`src/lcm_ram.sv`:
```
// Generic RAM: one write port, two registered read ports.
module lcm_ram #(
    parameter int WIDTH = 16,
    parameter int DEPTH = 16
) (
    input  logic                     clk,
    input  logic                     we,
    input  logic [$clog2(DEPTH)-1:0] waddr,
    input  logic [WIDTH-1:0]         wdata,
    input  logic [$clog2(DEPTH)-1:0] raddr_a,
    output logic [WIDTH-1:0]         rdata_a,
    input  logic [$clog2(DEPTH)-1:0] raddr_b,
    output logic [WIDTH-1:0]         rdata_b
);
    logic [WIDTH-1:0] mem [DEPTH];

    always_ff @(posedge clk)
    begin
        if (we)
        begin
            mem[waddr] <= wdata;
        end
        rdata_a <= mem[raddr_a];
        rdata_b <= mem[raddr_b];
    end
endmodule

```
`config.mk`:
```
export PLATFORM = sky130hd
export DESIGN_NAME = lcm_ram
export DESIGN_NICKNAME = d
export VERILOG_FILES = /design/src/lcm_ram.sv
export SDC_FILE = /design/constraint.sdc
export NUM_CORES = 1
export LEC_CHECK = 0
export BUFFER_PORTS_ARGS = -buffer_cell sky130_fd_sc_hd__buf_4
export CAP_MARGIN = 20
export CORE_MARGIN = 4
export CORE_UTILIZATION = 25
export DETAILED_ROUTE_END_ITERATION = 12
export MAX_ROUTING_LAYER = met4
export SYNTH_ARGS = -nofsm -noshare
export SYNTH_HDL_FRONTEND = slang
export SYNTH_SLANG_ARGS = --single-unit
```
`constraint.sdc`:
```
create_clock -name clk -period 6.48 [get_ports clk]
set_clock_uncertainty 0.2 [all_clocks]
set_input_delay 1.296 -clock clk [delete_from_list [all_inputs] [get_ports clk]]
set_output_delay 1.296 -clock clk [all_outputs]
set_load 0.02 [all_outputs]
```
==> reports/metrics.cfg <==
[status]
run_status=finished, final reports clean

[worst_hold_path]
hold_path_class=reg2reg
holdPathEnd=rdata_b[14]
min_delay_path_depth=3
worstHoldStart=mem[14][14]

[routing]
routedWlPerCell_um=23.3
viasPerCell=4.78
vias=6460
dr.pass1.iters=5
wirelength_mm=31.4
drc_errors=0
drt_iter0_markers=643
antenna_left=0

[placed_design]
portBuffers=61
hpwl_mm=17.6
pre_cts_ws_ns=2.63
routabilityCongestion=0.717

[floorplan]
fp.dieW_um=230
core_um2=49000
row_count=81
die-area_um2=53100
die_height_um=230
io_pins=62
start_util=0.253

[yosys]
ys_top_cells_by_area=edfxtp_1 (62%), mux4_2 (19%), dfxtp_1 (5.2%)
ys_seq_area_frac=0.673
avgSynthCellArea_um2=21.1
synth_top_cell_by_area=edfxtp_1
syn-num-nets=615
syn-instance-count=585
ys_seq_elements=288
ys_warn_count=0
synth_area_um2=12400
post_synth_num_cell_types=24
synth_top_area_frac=0.621

[setup_path]
critPathArrivalTime_ns=3.45
critical_path.reg2reg.startpoint=mem[2][1]
cp-end-kind=flop
reg2reg_setup_slack_ns=4.84
worstSetupPathType=in2reg
required_ns=6.71
crit_fanout=50
reg2regPathDepth=3
cp-start-kind=input port
worstReg2RegEnd=rdata_b[1]

[clock_tree]
cts_resized=0
cts_buffers=30
hold_buffers=0
cts_root_buffer=clkbuf_16
clk_pin_slew_ns=0.06
insertion_delay_ns=0.55
clock_path_buffers=3
cts_setup_buffers=0
clock-sinks=288
htree_levels=1
cts_tree=yes

[sta]
finalHoldViolCount=0
rsz0062_at_grt=false
worst_pin_slew_ns=1.04
period_minus_slack_ns=3.22
max_slew_margin=0.305
setup_viol=0
hold_slack_ns=0.490
max_freq_mhz=311
finalWorstSetupSlack_ns=3.26
slew_viol_final=0
period_share=0.496
fin_tns_setup_ns=0

[layout]
ff_latch_area_um2=8330
final_util=0.301
drive_gt1_frac=0.380
multi_input_area_um2=3800
synthToLayoutAreaGrowth_pct=19.1
antenna_cells=0
num-nets-final=693
fillerInstances=4682

[global_route]
grt_pass1_wl_mm=45.7
antenna_found_initial=0
grt_max_degree=65
grt_use_total=0.119
grt_overflow_total=0
grt_pass1_vias=6681

[pwr]
power.density_nw_per_um2=291
worst_ir_drop_vdd_v=0.000202
power_leakage_nw=4.78
totalPowerFinal_w=0.00428

[run]
cap_violations=0

## layout by cell type (no fill, tap or decap), types with 2 or more instances in the layout
cell type  instances
edfxtp_1         256
mux4_2           102
buf_4             85
a22oi_1           64
nand2_1           33
dfxtp_1           32
clkbuf_16         31
mux4_1            24
nor2_2            14
bufinv_16          6
clkinv_1           6
nor2b_2            4
nor3_2             4
clkbuf_1           4
clkinv_4           3
and2_1             2
mux4_4             2
nand3b_1           2
nand2b_1           2
clkinv_2           2
clkbuf_8           2
buf_8              2
## worst max path at each step
| stage | start | end | slack [ns] |
|---|---|---|---|
| detailed placement | raddr_b[0] | rdata_b[7] | 2.63 |
| floorplan | waddr[2] | mem[0][0] | 2.93 |
| finish | raddr_b[0] | rdata_b[7] | 3.26 |
| CTS | raddr_b[0] | rdata_b[7] | 3.21 |
| global route | raddr_b[0] | rdata_b[7] | 3.11 |
| global placement | raddr_b[0] | rdata_b[7] | 2.66 |
## cell usage after synthesis, drive strengths merged
master	n
clkbuf	19
nand2	33
edfxtp	256
nand2b	2
dlygate4sd1	1
dlymetal6s2s	1
and2	2
dfxtp	32
mux4	128
nor2b	4
buf	21
nor2	14
a22oi	64
nand3b	2
nor3	4
nand3	1
or3b	1
## per-stage QoR
step                      cells  cell area, µm²
after floorplan             585           12400
after global placement     1292           13600
after detailed placement   1292           13600
after CTS                  1348           14700
after global routing       1351           14700
final                      1351           14700
## report_power, final
part / switching (W) / internal, W / leakage [nW] / total (W)
registers: 0.0000246 / 0.00208 / 2.58 / 0.00210
logic: 0.000191 / 0.000156 / 1.68 / 0.000347
clock network: 0.000700 / 0.00113 / 0.520 / 0.00183
total: 0.000915 / 0.00337 / 4.78 / 0.00428
## logic make-up (layout without fill, tap and decap cells)
group                  count (synthesis)  after routing  synth area share
AOI/OAI and AO/OA                     64             64            0.0388
muxes                                128            128             0.241
and+or+nand+nor                       63             63            0.0223
DFF                                  288            288             0.673
buffers and inverters                 42            144            0.0249
## critical path, cell delays in order
cell,delay [ns]
buf_4,0.76
buf_4,0.44
mux4_1,0.59
a22oi_1,0.25
nand2_1,0.09
## final cells by class
class,count,share of cell area
clock buffers,37,0.0556
clock inverters,19,0.0173
multi-input cells,255,0.258
flip-flops and latches,288,0.566
well taps,664,0.0564
repair buffers,88,0.0472
## flip-flops by register name, indices dropped and copies added, names as in the netlist
name	count
rdata_a	16
mem	256
rdata_b	16
## metal layers
layer  share of wire  wire length, µm  up-vias  global-route usage
li1                -                -     2707                   -
met1            0.43            13400     3452               0.163
met5               0                0        -                   -
met3           0.075             2360       49              0.0209
met2            0.48            15100      252               0.190
met4           0.019              596        0              0.0253
Power figures use the tool's default switching activity.
