[config.mk]
export PLATFORM = sky130hd
export DESIGN_NAME = lcm_div
export DESIGN_NICKNAME = d
export VERILOG_FILES = /design/src/lcm_div.sv
export SDC_FILE = /design/constraint.sdc
export NUM_CORES = 1
export LEC_CHECK = 0
export ABC_CLOCK_PERIOD_IN_PS = 3790
export BUFFER_PORTS_ARGS = -buffer_cell sky130_fd_sc_hd__buf_2
export CAP_MARGIN = 15
export CORE_MARGIN = 1.5
export CORE_UTILIZATION = 51
export DETAILED_ROUTE_END_ITERATION = 16
export MAX_ROUTING_LAYER = met4
export PLACE_DENSITY = 0.85
export SKIP_CTS_REPAIR_TIMING = 1
export SLEW_MARGIN = 5
export SYNTH_ARGS = -nofsm -noshare
export SYNTH_HDL_FRONTEND = slang
export SYNTH_SLANG_ARGS = --single-unit
[constraint.sdc]
create_clock -name clk -period 3.79 [get_ports clk]
set_input_delay 0.379 -clock clk [delete_from_list [all_inputs] [get_ports clk]]
set_output_delay 0.379 -clock clk [all_outputs]
set_load 0.05 [all_outputs]
[src/lcm_div.sv]
// Restoring unsigned divider, one quotient bit per cycle.
module lcm_div #(
    parameter int DW = 80,
    parameter int VW = 13
) (
    input  logic          clk,
    input  logic          rst_n,
    input  logic          start,
    input  logic [DW-1:0] dividend,
    input  logic [VW-1:0] divisor,
    output logic          done,
    output logic [DW-1:0] quotient
);
    localparam int CNW = $clog2(DW + 1);

    logic           busy_reg, busy_next;
    logic           done_reg, done_next;
    logic [CNW-1:0] cnt_reg, cnt_next;
    logic [DW-1:0]  quo_reg, quo_next;
    logic [VW-1:0]  rem_reg, rem_next;
    logic [VW-1:0]  dvs_reg, dvs_next;
    logic [VW:0]    trial;

    always_comb
    begin
        busy_next = busy_reg;
        done_next = 1'b0;
        cnt_next  = cnt_reg;
        quo_next  = quo_reg;
        rem_next  = rem_reg;
        dvs_next  = dvs_reg;
        trial     = {rem_reg, quo_reg[DW-1]};
        if (start)
        begin
            busy_next = 1'b1;
            cnt_next  = '0;
            quo_next  = dividend;
            rem_next  = '0;
            dvs_next  = divisor;
        end
        else if (busy_reg)
        begin
            if (trial >= {1'b0, dvs_reg})
            begin
                rem_next = VW'(trial - {1'b0, dvs_reg});
                quo_next = {quo_reg[DW-2:0], 1'b1};
            end
            else
            begin
                rem_next = trial[VW-1:0];
                quo_next = {quo_reg[DW-2:0], 1'b0};
            end
            cnt_next = cnt_reg + CNW'(1);
            if (cnt_reg == CNW'(DW - 1))
            begin
                busy_next = 1'b0;
                done_next = 1'b1;
            end
        end
    end

    always_ff @(posedge clk or negedge rst_n)
    begin
        if (!rst_n)
        begin
            busy_reg <= 1'b0;
            done_reg <= 1'b0;
            cnt_reg  <= '0;
        end
        else
        begin
            busy_reg <= busy_next;
            done_reg <= done_next;
            cnt_reg  <= cnt_next;
        end
    end

    always_ff @(posedge clk)
    begin
        quo_reg <= quo_next;
        rem_reg <= rem_next;
        dvs_reg <= dvs_next;
    end

    assign done     = done_reg;
    assign quotient = quo_reg;
endmodule

==> results of run 1 <==
==> path summary, 6_finish.rpt <==
kind                                    from           to  slack [ns]
max in group asynchronous              rst_n     busy_reg        3.36
worst min register to register   rem_reg[12]  rem_reg[12]        0.48
min in group asynchronous              rst_n   cnt_reg[3]        0.25
worst min-delay path              divisor[9]   dvs_reg[9]        0.03
worst max register to register  quotient[79]   rem_reg[2]        0.92
worst max-delay path            quotient[79]   rem_reg[2]        0.92
==> power breakdown <==
group | leakage (nW) | switching (mW) | internal (mW)
Clock | 0.282 | 0.551 | 1.02
Sequential | 1.20 | 0.115 | 1.55
Combinational | 1.60 | 0.871 | 0.471
==> metrics by stage <==
stage                     instance area (sq um)  utilization [%]
after floorplan                            5540                -
after CTS                                  7130             68.4
after detailed placement                   6550             62.9
after global placement                     6550             62.9
final                                      7140             68.5
after global routing                       7140             68.5
==> worst max-delay path, stage by stage (launching register included) <==
cell and delay (ns):
edfxtp_1 0.39, inv_1 0.09, ha_1 0.17, inv_1 0.06, fa_1 0.42, a21oi_1 0.17
nand4b_1 0.19, a21oi_4 0.10, o31a_1 0.49, or3_1 0.43, a32o_1 0.25
==> cell type report <==
type / instances / share of cell area, %
inverters: 19 / 0.999
repair buffers: 180 / 13.0
clock buffers: 23 / 6.26
multi-input cells: 255 / 29.6
clock inverters: 9 / 1.82
flip-flops and latches: 115 / 45.9
well taps: 136 / 2.38
==> cell families (layout without fill, tap and decap cells) <==
logic type / after synthesis / count (layout) / share of synthesized area, %
flops: 115 / 115 / 59.2
mux: 84 / 84 / 17.0
simple gates: 79 / 79 / 7.05
compound gates: 68 / 68 / 9.12
buf+inv: 38 / 231 / 2.69
fa+ha+maj: 15 / 15 / 3.52
xor+xnor: 9 / 9 / 1.42
==> placed cells by master (no fill, tap or decap), types with 4 or more instances in the layout <==
master,count
xor2_1,4
clkbuf_1,5
clkbuf_16,16
ha_1,14
dfxtp_1,13
o21ai_0,9
dfrtp_1,9
buf_2,175
o211ai_1,9
a311oi_1,7
mux2_2,82
a21oi_1,16
nand2b_1,6
nor2b_1,4
xnor2_1,5
nand4_1,5
inv_1,18
nand3_1,9
nand2_1,17
edfxtp_1,93
nor2_1,23
or3_1,4
==> routing by layer <==
metal  GRT usage (%)  wire [um]
met3            9.36       1250
met2            42.4       7040
met5               -          0
met1            30.5       5560
met4            9.43        269
==> impl_metrics.json, run 1 <==
{
  "synthFlopType": "edfxtp_1",
  "finalCriticalPeriod_ns": 2.87,
  "dp.cells": 704,
  "via_count": 4214,
  "register_area_sq_um": 3280,
  "overflow": 0,
  "cts_htree_levels": 4,
  "initial_core_util_pct": 53.2,
  "largest_reg_flops": 80,
  "netlist-cell-type-count": 53,
  "fillers": 737,
  "maxSlewHeadroom_pct": 43.0,
  "status": "finished, final reports clean",
  "setup_viol": 0,
  "clock_latency_ns": 0.52,
  "fin_ws_ns": 0.915,
  "io_pins": 177,
  "clk_path_buf_depth": 2,
  "drt_wl_total_mm": 14.1,
  "die_area_sq_um": 11500,
  "track_usage_pct": 26.4,
  "syn2layout_area_growth_pct": 28.8,
  "clockRootBuffer": "clkbuf_8",
  "portBuffers": 176,
  "chipHeight_um": 107,
  "path_max_fanout": 14,
  "post-route-period-util_pct": 75.8,
  "cts_num_sinks": 115,
  "cts.clk_slew.worst_paths_ns": 0.06,
  "cts_tree": "yes",
  "finClkSkew_ns": 0.00797,
  "final_net_count": 699,
  "crit_required_ns": 4.20,
  "syn_inst": 408,
  "critical_path_class": "register to register",
  "yosysSeqAreaShare_pct": 59.2,
  "p_leak_nw": 3.09,
  "core-area_sq_um": 10400,
  "crit_path_end_kind": "register",
  "max_freq_ghz": 0.348,
  "routabilityCongestion": 0.932,
  "arrival_ns": 3.29,
  "fin_tns_setup_ns": 0,
  "total_power_mw": 4.58,
  "die_w_um": 107,
  "drt_first_pass_iters": 5,
  "insertedDiodeCount": 0,
  "rows": 37,
  "dpl_worst_slack_ns": 0.985,
  "rsz0062_at_grt": "no",
  "worstHoldPathType": "primary input to register",
  "post-synth-top-area-cell": "edfxtp_1",
  "synth_common_cells": "edfxtp_1, mux2_2, nor2_1, inv_1, nand2_1",
  "drc": 0,
  "hold_depth": 1,
  "synth_top_area_share_pct": 50.4,
  "synth_edf_count": 93,
  "power_density_nw_per_um2": 641,
  "grt_start_max_net_pins": 78,
  "synth-seq-cells": 115,
  "grt_pass1_wl_mm": 22.0,
  "cts_inserted_buffers": 17,
  "synth_area_sq_um": 5540,
  "wire_per_inst_um": 19.2,
  "dpl.hpwl_mm": 9.75,
  "multi_input_area_sq_um": 2110,
  "startpoint_type": "register",
  "synth_area_leaders": "edfxtp_1, mux2_2, dfxtp_1",
  "fin_cells": 737,
  "drtIter0Drc": 197,
  "drive_gt1_share_pct": 48.9,
  "ant_nets": 0,
  "synth-async-reset-ratio_pct": 7.83,
  "vias_per_cell": 5.72,
  "grt_pass1_vias": 4505,
  "grt_antenna_before_repair": 0,
  "synth_fp_nets": 519,
  "vdd_drop_max_mv": 0.435,
  "timing.final.max_slew_violations": 0,
  "cap_violations": 0,
  "tightest_slew_ns": 0.854,
  "hold_viol": 0,
  "synth_warnings": 0,
  "syn_avg_cell_area_sq_um": 13.6,
  "synth.most_common_cell": "edfxtp_1",
  "whs_ns": 0.0323,
  "reg2reg_depth": 10
}
(Power assumes the default switching activity.)
==> run 2: changes to the inputs <==
--- a/config.mk
+++ b/config.mk
@@ -5,14 +5,14 @@
 export SDC_FILE = /design/constraint.sdc
 export NUM_CORES = 1
 export LEC_CHECK = 0
-export ABC_CLOCK_PERIOD_IN_PS = 3790
+export ABC_CLOCK_PERIOD_IN_PS = 2330
 export BUFFER_PORTS_ARGS = -buffer_cell sky130_fd_sc_hd__buf_2
 export CAP_MARGIN = 15
 export CORE_MARGIN = 1.5
-export CORE_UTILIZATION = 51
+export CORE_UTILIZATION = 46
 export DETAILED_ROUTE_END_ITERATION = 16
 export MAX_ROUTING_LAYER = met4
-export PLACE_DENSITY = 0.85
+export PLACE_DENSITY = 0.81
 export SKIP_CTS_REPAIR_TIMING = 1
 export SLEW_MARGIN = 5
 export SYNTH_ARGS = -nofsm -noshare
==> constraint.sdc (replaced) <==
create_clock -name clk -period 2.33 [get_ports clk]
set_input_delay 0.233 -clock clk [delete_from_list [all_inputs] [get_ports clk]]
set_output_delay 0.233 -clock clk [all_outputs]
set_load 0.05 [all_outputs]
==> impl_metrics.json, run 2 (synthesis results as in run 1) <==
{
  "fin_util_pct": 65.5,
  "cts_tree": "yes",
  "stdcell_area_sq_um": 7570,
  "cts_htree_levels": 4,
  "fillers": 832,
  "vdd_drop_max_mv": 0.678,
  "hold_viol": 0,
  "dp.cells": 726,
  "startpoint_type": "register",
  "wire_per_inst_um": 17.7,
  "io_pins": 177,
  "drc": 0,
  "cp_slowest_cell": "edfxtp_1",
  "fin_ws_ns": -0.122,
  "grt_antenna_before_repair": 1,
  "path_max_fanout": 3,
  "final_net_count": 731,
  "fin_cells": 777,
  "cts.clk_slew.worst_paths_ns": 0.06,
  "post-route-period-util_pct": 105,
  "crit_required_ns": 2.64,
  "register_area_sq_um": 3280,
  "setup_viol": 13,
  "whs_ns": 0.121,
  "drive_gt1_share_pct": 52.1,
  "finalCriticalPeriod_ns": 2.45,
  "status": "complete, but fails checks",
  "clock_latency_ns": 0.41,
  "grt_pass1_vias": 4422,
  "maxSlewHeadroom_pct": 68.5,
  "die_w_um": 113,
  "cts_inserted_buffers": 17,
  "multi_input_area_sq_um": 2190,
  "wl_met1_mm": 5.52,
  "dpl_worst_slack_ns": -0.0926,
  "violations": "negative setup slack",
  "dr_wl_met2_mm": 7.08,
  "chipHeight_um": 113,
  "power_density_nw_per_um2": 1030,
  "drt_wl_total_mm": 13.7,
  "place_area_sq_um": 6700,
  "grt_start_max_net_pins": 69,
  "drtIter0Drc": 252,
  "crit_top_cell": "inv_2",
  "vias_per_cell": 5.42,
  "crit_family": "compound AO/OA/AOI/OAI gates",
  "via_count": 4210,
  "clk_path_buf_depth": 2,
  "max_freq_ghz": 0.408,
  "mostFrequentLayoutCells": "buf_2, edfxtp_1, mux2_2, nor2_1, clkbuf_16",
  "worstHoldPathType": "primary input to register",
  "top_layer": "met4",
  "dpl.hpwl_mm": 9.47,
  "rsz0062_at_grt": "yes",
  "portBuffers": 176,
  "timing.final.max_slew_violations": 0,
  "critical_path_class": "register to register",
  "routabilityCongestion": 0.885,
  "grt_pass1_wl_mm": 21.6,
  "rows": 39,
  "cp_cell_sequence": "inv_2, ha_4, inv_2, fa_2, a21oi_2, nand4b_1, a21oi_4, o31a_1, or3_1, a32o_1",
  "overflow": 0,
  "clockRootBuffer": "clkbuf_16",
  "arrival_ns": 2.76,
  "drt_first_pass_iters": 4,
  "initial_core_util_pct": 47.9,
  "final_common_cell": "buf_2",
  "largest_reg_flops": 80,
  "core-area_sq_um": 11600,
  "crit_path_end_kind": "register",
  "cap_violations": 0,
  "syn2layout_area_growth_pct": 36.7,
  "worst-path-buf-inv": 2,
  "track_usage_pct": 22.9,
  "ant_nets": 0,
  "cts_num_sinks": 115,
  "finClkSkew_ns": 0.00663,
  "die_area_sq_um": 12700,
  "critical_path.max_stage_delay_ns": 0.39,
  "p_leak_nw": 3.27,
  "met3_length_um": 819,
  "tightest_slew_ns": 0.471
}
run 2: final timing paths:
check	start	to	slack (ns)	depth (start not counted)
worst max register to register	quotient[79]	rem_reg[2]	-0.12	10
max in group asynchronous	rst_n	cnt_reg[2]	1.95	2
min in group asynchronous	rst_n	cnt_reg[5]	0.20	2
worst max-delay path	quotient[79]	rem_reg[2]	-0.12	10
worst min register to register	rem_reg[12]	rem_reg[12]	0.50	2
worst min-delay path	dividend[65]	quotient[65]	0.12	2
run 2: cell type report:
type                       count  area share, %
sequential                   115           43.3
multi-input combinational    255           29.0
timing repair buffer         212           16.3
clock buffer                  17           5.62
clock inverter                15           2.46
tap                          143           2.36
inverter                      19          0.991
antenna                        1         0.0330
run 2: routing by layer:
metal  GRT usage [%]  vias to the layer above
li1                -                     1984
met1            26.2                     2035
met4            10.5                        0
met5               -                        -
met3            6.53                       29
met2            37.4                      162
run 2: per-stage QoR:
step	total power, mW	setup TNS (ns)
4_1_cts	7.71	-0.463
5_1_grt	8.15	-2.61
6_report	7.81	-0.900
3_3_place_gp	4.90	-0.0639
2_1_floorplan	4.34	-3.06
3_5_place_dp	4.97	-0.217
run 2: power by group:
| group | total [mW] | switching (mW) | internal (mW) |
|---|---|---|---|
| combinational | 2.39 | 1.45 | 0.933 |
| clock | 2.70 | 0.925 | 1.78 |
| sequential | 2.72 | 0.194 | 2.52 |
| total | 7.81 | 2.57 | 5.23 |
